--- config.mk ---
export PLATFORM = sky130hd
export DESIGN_NAME = integer_literal_scanner_core
export DESIGN_NICKNAME = d
export VERILOG_FILES = /design/src/ils_pkg.sv /design/src/integer_literal_scanner_core.sv /design/src/ils_digit_acc.sv /design/src/ils_suffix_decode.sv /design/src/ils_step.sv
export SDC_FILE = /design/constraint.sdc
export NUM_CORES = 1
export LEC_CHECK = 0
export BUFFER_PORTS_ARGS = -buffer_cell sky130_fd_sc_hd__buf_2
export CAP_MARGIN = 10
export CORE_ASPECT_RATIO = 1.1
export CORE_UTILIZATION = 43
export DETAILED_ROUTE_END_ITERATION = 12
export GPL_TIMING_DRIVEN = 0
export SYNTH_ARGS = -nofsm -noshare
export SYNTH_HDL_FRONTEND = slang
export SYNTH_SLANG_ARGS = --single-unit
export TNS_END_PERCENT = 10
--- constraint.sdc ---
create_clock -name aclk -period 16.2 [get_ports aclk]
set_input_delay 0.81 -clock aclk [delete_from_list [all_inputs] [get_ports aclk]]
set_output_delay 0.81 -clock aclk [all_outputs]
set_load 0.02 [all_outputs]
--- src/ils_pkg.sv ---
// Shared types and character constants for the integer literal scanner.
package ils_pkg;

    // ASCII codes used by the scanner
    localparam logic [7:0] CH_0         = 8'h30;
    localparam logic [7:0] CH_1         = 8'h31;
    localparam logic [7:0] CH_2         = 8'h32;
    localparam logic [7:0] CH_3         = 8'h33;
    localparam logic [7:0] CH_4         = 8'h34;
    localparam logic [7:0] CH_6         = 8'h36;
    localparam logic [7:0] CH_8         = 8'h38;
    localparam logic [7:0] CH_9         = 8'h39;
    localparam logic [7:0] CH_UPPER_A   = 8'h41;
    localparam logic [7:0] CH_UPPER_Z   = 8'h5a;
    localparam logic [7:0] CH_LOWER_A   = 8'h61;
    localparam logic [7:0] CH_LOWER_Z   = 8'h7a;
    localparam logic [7:0] CH_BACKTICK  = 8'h60;
    localparam logic [7:0] CH_UPPER_B   = 8'h42;
    localparam logic [7:0] CH_UPPER_C   = 8'h43;
    localparam logic [7:0] CH_UPPER_D   = 8'h44;
    localparam logic [7:0] CH_UPPER_H   = 8'h48;
    localparam logic [7:0] CH_UPPER_O   = 8'h4f;
    localparam logic [7:0] CH_UPPER_T   = 8'h54;
    localparam logic [7:0] CH_UPPER_X   = 8'h58;
    localparam logic [7:0] CH_LOWER_B   = 8'h62;
    localparam logic [7:0] CH_LOWER_C   = 8'h63;
    localparam logic [7:0] CH_LOWER_D   = 8'h64;
    localparam logic [7:0] CH_LOWER_H   = 8'h68;
    localparam logic [7:0] CH_LOWER_I   = 8'h69;
    localparam logic [7:0] CH_LOWER_N   = 8'h6e;
    localparam logic [7:0] CH_LOWER_O   = 8'h6f;
    localparam logic [7:0] CH_LOWER_S   = 8'h73;
    localparam logic [7:0] CH_LOWER_T   = 8'h74;
    localparam logic [7:0] CH_LOWER_U   = 8'h75;
    localparam logic [7:0] CH_LOWER_X   = 8'h78;

    // Bases the scanner can be in
    localparam logic [4:0] RADIX_BIN  = 5'd2;
    localparam logic [4:0] RADIX_TER  = 5'd3;
    localparam logic [4:0] RADIX_OCT  = 5'd8;
    localparam logic [4:0] RADIX_DEC  = 5'd10;
    localparam logic [4:0] RADIX_HEX  = 5'd16;
    localparam logic [4:0] RADIX_NONE = 5'd0;

    localparam logic [1:0] POS_FIRST  = 2'd0;
    localparam logic [1:0] POS_SECOND = 2'd1;
    localparam logic [1:0] POS_LATER  = 2'd2;

    typedef enum logic [1:0] {
        SIZE_INT8  = 2'd0,
        SIZE_INT16 = 2'd1,
        SIZE_INT32 = 2'd2,
        SIZE_INT64 = 2'd3
    } size_code_t;

    // Per-literal control state, everything except the accumulator
    typedef struct packed {
        logic [1:0]  position;
        logic        first_was_zero;
        logic [4:0]  current_base;
        logic        digits_stopped;
        logic        saw_u;
        logic [39:0] tail_window;
    } ils_ctl_t;

    localparam ils_ctl_t CTL_RESET = '{
        position:       POS_FIRST,
        first_was_zero: 1'b0,
        current_base:   RADIX_DEC,
        digits_stopped: 1'b0,
        saw_u:          1'b0,
        tail_window:    40'd0
    };

endpackage

--- src/integer_literal_scanner_core.sv ---
// Top level of the integer literal scanner: input register, scan step, result register.
//
// Integer literal scanner. Feed the characters of one literal as beats on the
// s_ channel, one ASCII byte per beat, with s_tlast on the final character. A
// leading 0 followed by b, t, o/c, d or h/x (either case) selects base 2, 3,
// 8, 10 or 16; otherwise the base is 10. Backticks are skipped, and digit
// accumulation stops for good at the first lowercase s, u, i, n or t. Any
// non-alphanumeric character counts as digit 0, letters count 10..35, and the
// value wraps modulo 2^VALUE_WIDTH. After the last character one result beat
// appears on m_ carrying the value (sign-extended to 64 bits), the base, a
// signed flag (clear if a u appeared anywhere) and the size code from a
// trailing int8/int16/int32/int64 (int32 when none), and the scanner is back
// in its reset state for the next literal. Throughput is one character per
// cycle while no result waits on a stalled m_; the scan step updates the
// accumulator with one shift-and-add multiply. The last character is loaded
// into the input register and, once the step takes it, its result goes into
// the result register, which drives m_tvalid. Characters that are not last
// produce no beat. While a result waits on m_ with m_tready low, the scanner
// holds every character, last or not, and s_tready drops as soon as the input
// register is full.
module integer_literal_scanner_core
    import ils_pkg::*;
#(
    parameter int VALUE_WIDTH = 64
) (
    input  logic        aclk,
    input  logic        aresetn,

    input  logic        s_tvalid,
    output logic        s_tready,
    input  logic [7:0]  s_tdata,   // [7:0] char_code
    input  logic        s_tlast,   // is_last

    output logic        m_tvalid,
    input  logic        m_tready,
    output logic [71:0] m_tdata    // [63:0] literal_value, [68:64] radix,
                                   // [69] signed_flag, [71:70] size_code
);

    // Input register
    logic                   in_valid_reg;
    logic [7:0]             in_char_reg;
    logic                   in_last_reg;

    // Literal state
    ils_ctl_t               ctl_reg;
    ils_ctl_t               ctl_next;
    logic [VALUE_WIDTH-1:0] acc_reg;
    logic [VALUE_WIDTH-1:0] acc_next;

    // Result register
    logic                   out_valid_reg;
    logic [71:0]            out_data_reg;

    logic                   proc_en;
    logic                   in_load;
    logic signed [VALUE_WIDTH-1:0] acc_signed;
    logic signed [63:0]     value_ext;
    size_code_t             size_code;

    // Process the held character unless it would need a busy result register.
    // A non-last character never touches m_, but gating on it too keeps the
    // control simple and costs nothing while the sink keeps up.
    assign proc_en  = in_valid_reg && (!out_valid_reg || m_tready);
    assign s_tready = !in_valid_reg || proc_en;
    assign in_load  = s_tvalid && s_tready;

    ils_step #(
        .WIDTH (VALUE_WIDTH)
    ) u_step (
        .char_code (in_char_reg),
        .ctl       (ctl_reg),
        .acc       (acc_reg),
        .ctl_next  (ctl_next),
        .acc_next  (acc_next)
    );

    ils_suffix_decode u_suffix (
        .tail_window (ctl_next.tail_window),
        .size_code   (size_code)
    );

    // Sign-extend the wrapped value to the 64-bit result field
    assign acc_signed = acc_next;
    assign value_ext  = 64'(acc_signed);

    // Input register: hold a beat until the step takes it
    always_ff @(posedge aclk) begin
        if (!aresetn) begin
            in_valid_reg <= 1'b0;
        end else if (in_load) begin
            in_valid_reg <= 1'b1;
        end else if (proc_en) begin
            in_valid_reg <= 1'b0;
        end
    end

    always_ff @(posedge aclk) begin
        if (in_load) begin
            in_char_reg <= s_tdata;
            in_last_reg <= s_tlast;
        end
    end

    // Literal state: advance per character, drop back to reset after the last
    always_ff @(posedge aclk) begin
        if (!aresetn) begin
            ctl_reg <= CTL_RESET;
            acc_reg <= '0;
        end else if (proc_en) begin
            if (in_last_reg) begin
                ctl_reg <= CTL_RESET;
                acc_reg <= '0;
            end else begin
                ctl_reg <= ctl_next;
                acc_reg <= acc_next;
            end
        end
    end

    // Result register: capture on the last character, release on m_tready
    always_ff @(posedge aclk) begin
        if (!aresetn) begin
            out_valid_reg <= 1'b0;
        end else if (proc_en && in_last_reg) begin
            out_valid_reg <= 1'b1;
        end else if (m_tready) begin
            out_valid_reg <= 1'b0;
        end
    end

    always_ff @(posedge aclk) begin
        if (proc_en && in_last_reg) begin
            out_data_reg <= {size_code, !ctl_next.saw_u, ctl_next.current_base, value_ext};
        end
    end

    assign m_tvalid = out_valid_reg;
    assign m_tdata  = out_data_reg;

endmodule

--- src/ils_digit_acc.sv ---
// Multiply-accumulate of one digit: acc * base + digit, base from a fixed small set.
module ils_digit_acc
    import ils_pkg::*;
#(
    parameter int WIDTH = 64
) (
    input  logic [WIDTH-1:0] acc,
    input  logic [4:0]       base,
    input  logic [5:0]       digit,
    output logic [WIDTH-1:0] sum
);

    logic [WIDTH-1:0] scaled;

    // Scale by shifts and adds only
    always_comb begin
        case (base)
            RADIX_BIN: scaled = acc << 1;
            RADIX_TER: scaled = (acc << 1) + acc;
            RADIX_OCT: scaled = acc << 3;
            RADIX_HEX: scaled = acc << 4;
            default:   scaled = (acc << 3) + (acc << 1);
        endcase
    end

    assign sum = scaled + WIDTH'(digit);

endmodule

--- src/ils_suffix_decode.sv ---
// Maps the last five characters of a literal to its int size code.
module ils_suffix_decode
    import ils_pkg::*;
(
    input  logic [39:0] tail_window,
    output size_code_t  size_code
);

    logic [23:0] stem4;
    logic [23:0] stem5;

    assign stem4 = tail_window[31:8];
    assign stem5 = tail_window[39:16];

    // int8 wins over the five-character forms; int32 when nothing matches
    always_comb begin
        if (stem4 == {CH_LOWER_I, CH_LOWER_N, CH_LOWER_T} && tail_window[7:0] == CH_8) begin
            size_code = SIZE_INT8;
        end else if (stem5 == {CH_LOWER_I, CH_LOWER_N, CH_LOWER_T}
                     && tail_window[15:0] == {CH_1, CH_6}) begin
            size_code = SIZE_INT16;
        end else if (stem5 == {CH_LOWER_I, CH_LOWER_N, CH_LOWER_T}
                     && tail_window[15:0] == {CH_6, CH_4}) begin
            size_code = SIZE_INT64;
        end else begin
            size_code = SIZE_INT32;
        end
    end

endmodule

--- src/ils_step.sv ---
// Next-state logic for one character: prefix detection, stop letters, digit accumulation.
module ils_step
    import ils_pkg::*;
#(
    parameter int WIDTH = 64
) (
    input  logic [7:0]       char_code,
    input  ils_ctl_t         ctl,
    input  logic [WIDTH-1:0] acc,
    output ils_ctl_t         ctl_next,
    output logic [WIDTH-1:0] acc_next
);

    function automatic logic [4:0] prefix_base(input logic [7:0] c);
        case (c)
            CH_LOWER_B, CH_UPPER_B:                         prefix_base = RADIX_BIN;
            CH_LOWER_T, CH_UPPER_T:                         prefix_base = RADIX_TER;
            CH_LOWER_O, CH_UPPER_O, CH_LOWER_C, CH_UPPER_C: prefix_base = RADIX_OCT;
            CH_LOWER_D, CH_UPPER_D:                         prefix_base = RADIX_DEC;
            CH_LOWER_H, CH_UPPER_H, CH_LOWER_X, CH_UPPER_X: prefix_base = RADIX_HEX;
            default:                                        prefix_base = RADIX_NONE;
        endcase
    endfunction

    function automatic logic [5:0] char_value(input logic [7:0] c);
        if (c inside {[CH_0:CH_9]}) begin
            char_value = 6'(c - CH_0);
        end else if (c inside {[CH_LOWER_A:CH_LOWER_Z]}) begin
            char_value = 6'(c - CH_LOWER_A + 8'd10);
        end else if (c inside {[CH_UPPER_A:CH_UPPER_Z]}) begin
            char_value = 6'(c - CH_UPPER_A + 8'd10);
        end else begin
            char_value = 6'd0;
        end
    endfunction

    logic [4:0]       pbase;
    logic             prefix_taken;
    logic             is_stop;
    logic [WIDTH-1:0] acc_sum;

    assign pbase        = prefix_base(char_code);
    assign prefix_taken = (ctl.position == POS_SECOND) && ctl.first_was_zero
                          && (pbase != RADIX_NONE);
    assign is_stop      = char_code inside {CH_LOWER_S, CH_LOWER_U, CH_LOWER_I,
                                            CH_LOWER_N, CH_LOWER_T};

    ils_digit_acc #(
        .WIDTH (WIDTH)
    ) u_digit_acc (
        .acc   (acc),
        .base  (ctl.current_base),
        .digit (char_value(char_code)),
        .sum   (acc_sum)
    );

    always_comb begin
        ctl_next             = ctl;
        acc_next             = acc;
        ctl_next.tail_window = {ctl.tail_window[31:0], char_code};
        ctl_next.saw_u       = ctl.saw_u | (char_code == CH_LOWER_U);
        if (ctl.position == POS_FIRST) begin
            ctl_next.first_was_zero = (char_code == CH_0);
        end
        if (prefix_taken) begin
            ctl_next.current_base = pbase;
        end
        // Skip the prefix letter and separators; freeze after a stop letter
        if (!prefix_taken && !ctl.digits_stopped && char_code != CH_BACKTICK) begin
            if (is_stop) begin
                ctl_next.digits_stopped = 1'b1;
            end else begin
                acc_next = acc_sum;
            end
        end
        if (ctl.position != POS_LATER) begin
            ctl_next.position = ctl.position + 2'd1;
        end
    end

endmodule
## Yosys cells after proc, flatten, opt, wreduce, memory -nomap -nowiden

Index checks and enable logic that the tools add are counted.

- Flip-flop bits (word level): 189
- Output and inout bits: 74
- Logic and storage cells: 119

- Bitwise logic cells: 1
- $lt $le $gt $ge: 6
- Eq/ne operators: 31
- $add $sub $neg: 9
- Reductions and logical operators: 38
- Multiplexer cells: 20

Operators with widths:

| operator | number |
|---|---|
| $pmux W64 S4 | 1 |
| $mux W64 | 3 |
| $eq A8 B7 Y1 const B | 18 |
| $add A64 B64 Y64 | 2 |
| $add A64 B6 Y64 | 1 |
| $mux W50 | 1 |
| $eq A24 B23 Y1 const B | 2 |
| $eq A16 B14 Y1 const B | 2 |
| $pmux W5 S5 | 1 |
| $mux W6 | 3 |
| $eq A8 B6 Y1 const B | 2 |
| $ge A8 B7 Y1 const B | 2 |
| $le A8 B7 Y1 const B | 2 |
| $logic_and A1 B1 Y1 | 13 |
| $add A6 B4 Y6 const B | 2 |
| $reduce_bool A2 Y1 | 6 |
| $sub A6 B6 Y6 const B | 2 |
| $eq A5 B2 Y1 const B | 2 |
| $reduce_bool A5 Y1 | 2 |
| $mux W1 | 9 |
| $ge A8 B6 Y1 const B | 1 |
| $le A8 B6 Y1 const B | 1 |
| $ne A8 B7 Y1 const B | 1 |
| $reduce_or A2 Y1 | 4 |
| other kinds (15) | 22 |

## Longest topological paths before layout

- Depth after elaboration: 10
- Depth in mapped cells: 25
- Mapped depth without buffers: 24

## Modules after synthesis

Synthesis repeated with hierarchy kept, for this count alone.

- Cell total of the unflattened synthesis: 2,702
- Area total of the unflattened synthesis: 21,941.0 um^2

By module, submodules not included:

| module | sequential area each (um^2) | cells an instance | area each (um^2) | times used |
|---|---|---|---|---|
| ils_digit_acc | 0.0 | 1,854 | 12,061.6 | 1 |
| integer_literal_scanner_core | 4,754.6 | 601 | 7,528.5 | 1 |
| ils_step | 0.0 | 223 | 2,143.3 | 1 |
| ils_suffix_decode | 0.0 | 24 | 207.7 | 1 |

## Worst setup path before layout

OpenSTA, ideal clock, no wires.

- Path kind: reg2reg
- From: register ctl_reg[46] (netlist name)
- To: register out_data_reg[54] (netlist: m_tdata[54]), data pin
- Buffers on the path: 5
- Data arrival time: 5.690 ns
- Stages on the path, launching flop included: 23
- Period minus slack after synthesis: 5.950 ns
- Path slack: 10.250 ns
- Setup time: 0.260 ns
- Cells stage by stage: dfxtp_1 -> or4b_2 -> a31oi_1 -> buf_2 -> buf_2 -> buf_2 -> clkbuf_1 -> buf_1 -> nand2b_1 -> a22o_1 -> ha_1 -> a21o_1 -> a21oi_1 -> o21ai_0 -> a21oi_1 -> or2_2 -> nor4_2 -> nand4_1 -> nor4_4 -> nand3_2 -> or4_1 -> xor2_1 -> mux2_2

- Longest elaborated chain between the ends: 5

RTL lines:

| what | line | RTL |
|---|---|---|
| start, declared | integer_literal_scanner_core.sv:46 | `ils_ctl_t ctl_reg;` |
| start signal, assigned | integer_literal_scanner_core.sv:115 | `ctl_reg <= ctl_next;` |
| $eq A5 B5 Y1, or another cell as far along | ils_digit_acc.sv:17 | `case (base)` |
| $pmux W64 S4 * | ils_digit_acc.sv:17 |  |
| $add A64 B6 Y64 * | ils_digit_acc.sv:26 | `assign sum = scaled + WIDTH'(digit);` |
| $mux W64 * | ils_step.sv:70 | `if (is_stop) begin` |
| $mux W64 * | ils_step.sv:69 | `if (!prefix_taken && !ctl.digits_stopped && char_code != CH_BACKTICK) begin` |
| net acc_next[54] | integer_literal_scanner_core.sv:49 | `logic [VALUE_WIDTH-1:0] acc_next;` |
| end signal, assigned | integer_literal_scanner_core.sv:134 | `out_data_reg <= {size_code, !ctl_next.saw_u, ctl_next.current_base, value_ext};` |
| end, declared | integer_literal_scanner_core.sv:53 | `logic [71:0] out_data_reg;` |

Mark *: on every way through the listed nets, which the timed path passes. The rest lies on a longest branch.
A chain may end at the register's enable or synchronous reset.

## Worst setup path after layout

- From: register ctl_reg[42] (netlist name)
- To: register out_data_reg[53] (netlist: m_tdata[53]), data pin

The elaborated chain is that of the path after synthesis.

==> out/results.tsv <==
metric	value	unit
outcome	complete, no violations	
Vert. Die Dim	225	um
pwr dens	49.9	nW/um2
Synth async-reset ratio	0	%
worst hold start	ctl_reg[30]$_SDFFE_PN0P_	
Worst EP arrival	9090	ps
Die Width	204	um
Max clock buf depth	2	
Rel. slew slack	9.16	%
Final #Nets	2762	
maximum number of pins on one net before global-route repair	38	
# H-tree levels	4	
Yosys cell types	100	
total gr overflow	0	
Largest register FFs	72	
syn nets	2656	
startpoint types	flip-flop	
via count	20700	
Hold Violations, Final	0	
top_reg_cell synth	dfxtp_1	
Reg clk slew, reported paths	90	ps
CTS Root Cell	clkbuf_16	
MaxCap Viol Count	0	
R2R depth	24	
CP Max Fanout	10	
die area	45900	um2
Tightest Pin Transition	1360	ps
CP cell instances	clkbuf_1 > or4b_1 > a31oi_1 > buf_2 > buf_2 > buf_2 > clkbuf_1 > buf_1 > nand2b_1 > a22o_1 > ha_1 > a21o_1 > a21oi_1 > nor2b_1 > o21ai_0 > a21boi_0 > o21bai_1 > nor4_2 > nand4_1 > or4_1 > nor4_1 > nand3_1 > xor2_1 > mux2_2	
number of synthesized flops with an enable pin	81	
clock skew	14.1	ps
layout cells sized above 1	8.71	%
Overall Global Routing Usage	34.3	%
Crit Path Class	reg -> reg	
RSZ-0062 raised after global routing	false	
Hold Crit Class	reg -> reg	
CTS buffer count	17	
TritonRoute pass-1 iters	8	
PostCTS Resize Cnt	0	
Critical Path RT	16460	ps
register area share after synthesis	23.7	%
Final Util	47.6	%
Starting DRT DRC Count	2053	
GP Congestion	1.00	
Crit path largest cell delay	800	ps
setup bufs post-CTS	0	
Starting Density	43.5	%
CTS tree	done	
Hold Path Stages	2	
Critical Path Start	ctl_reg[42]$_SDFFE_PN0P_	
Avg WL per Cell	24.7	um
Levels on crit path	24	
clock latency on the worst-skew pair	510	ps
Antenna Violating Nets Remaining	0	
vias in the first global route	19700	
Worst setup EP type	flip-flop	
final wirelength	79.2	mm
period utilization	54.5	%
first-pass GRT wire length	118	mm
most used cell, CP	buf_2	
final setup fails	0	
io pins	87	
setup tns final	0	ps
Core Region	44500	um2
Ys Warns	0	
Period minus WS final	8830	ps
cell area after synthesis	19400	um2
Max Clock Freq	113	MHz
CP delay by family, top	simple AND/OR/NAND/NOR gates	
Synth-to-Final Area Change	9.38	%
drt drc	0	
worst path bufs/invs	6	
Syn Area/Cell	7.75	um2
ANT cells	0	
r2r startpoint	ctl_reg[42]$_SDFFE_PN0P_	
CP max-delay cell	buf_1	
HPWL after detailed placement	63.5	mm
Hold-fix buffers, CTS	0	
Slew Viols, Final	0	
Port-buffer cells	86	
flop and latch count out of synthesis	189	
leakage	7.75	nW
number of clock sinks	189	
Peak VDD IR	0.0000897	V
antenna violations before repair	0	
Post-Synthesis Cells	2499	
Vias/cell	6.47	
Cell Rows	81	
==> cells in the mapped netlist (all sizes together) (32+ instances only) <==
cell / count / share of area [%]
xnor2: 87 / 3.9
a21boi: 38 / 1.5
clkbuf: 114 / 2.2
nor2b: 54 / 1.7
a22oi: 61 / 2.4
o21ai: 169 / 4.4
edfxtp: 81 / 13
dfxtp: 108 / 11
a21o: 41 / 1.6
a21oi: 230 / 5.9
nor3: 65 / 1.8
nand3: 58 / 1.6
inv: 46 / 0.89
buf: 40 / 0.99
a22o: 40 / 1.8
nor2: 151 / 2.9
nand4: 70 / 2.3
ha: 141 / 9.1
nand3b: 33 / 1.3
nand2: 336 / 6.5
a222oi: 32 / 1.7
xor2: 54 / 2.4
==> logic make-up after synthesis <==
family	count (synthesis)	share of synthesized area, %
AO/OA/AOI/OAI	857	29.6
XOR/XNOR	141	6.38
adder cells (fa/ha/maj)	144	9.42
buffers and inverters	200	4.10
flip-flops	189	23.7
multiplexers	44	2.47
AND/OR/NAND/NOR	924	24.3
==> worst reg2reg max path, delay by kind of cell (launching register included) <==
kind	cells	cell delay [ps]
AO/OA/AOI/OAI	7	1620
XOR/XNOR	1	230
adder cells (fa/ha/maj)	1	280
buffers and inverters	6	2800
flip-flops	1	310
multiplexers	1	290
AND/OR/NAND/NOR	8	3060
==> power breakdown <==
part	total, mW	internal (mW)	leakage, nW	switching (mW)
Combinational	0.0804	0.0239	5.81	0.0564
Clock	0.468	0.226	0.304	0.242
Sequential	0.509	0.502	1.63	0.00646
==> area by class of cell <==
type | instances | area [um2]
Tap cell | 581 | 727
Sequential cell | 189 | 4590
Multi-Input combinational cell | 2110 | 14000
Clock inverter | 15 | 211
Clock buffer | 17 | 425
Fill cell | 4490 | 23300
Buffer | 154 | 622
Inverter | 46 | 175
Timing Repair Buffer | 87 | 450
==> per-layer routing <==
layer	up-vias	track usage, %	part of all wire [%]
li1	9713	-	-
met1	9804	41.9	40
met2	948	56.6	47
met3	218	4.52	6.8
met4	0	21.8	6.4
met5	-	0	0
==> final timing paths <==
path / slack [ps] / to
max: 7370 / m_tdata[53]$_DFFE_PP_
max reg2reg: 7370 / m_tdata[53]$_DFFE_PP_
min: 460 / ctl_reg[30]$_SDFFE_PN0P_
min reg2reg: 460 / ctl_reg[30]$_SDFFE_PN0P_
==> cell usage in the layout, fill, tap and decap left out, types with 28 or more instances in the layout <==
master,count
a22oi_1,61
a21oi_1,230
nand4_1,70
nand3_1,56
xor2_1,54
a21o_1,41
dfxtp_1,108
nand3b_1,33
nor2b_1,54
o21ai_0,161
a222oi_1,32
a21boi_0,37
nor2_1,151
nor3_1,62
a22o_1,40
xnor2_1,87
o21a_1,30
buf_2,113
clkbuf_1,112
edfxtp_1,81
inv_1,45
o211ai_1,28
nand2_1,336
ha_1,141
==> per-stage QoR <==
| stage | instance area, um2 | hold slack (ps) | worst slack, ps | power, mW | cells |
|---|---|---|---|---|---|
| final | 21200 | 460 | 7370 | 1.06 | 3199 |
| after global routing | 21200 | 455 | 7120 | 1.09 | 3199 |
| after CTS | 21200 | 446 | 7670 | 1.06 | 3199 |
| after detailed placement | 20500 | 453 | 7700 | 0.599 | 3167 |
| after global placement | 20500 | 451 | 7770 | 0.598 | 3166 |
| after floorplan | 19400 | 430 | 10250 | 0.569 | 2499 |
Note: power is estimated with default switching activity, not from simulation.
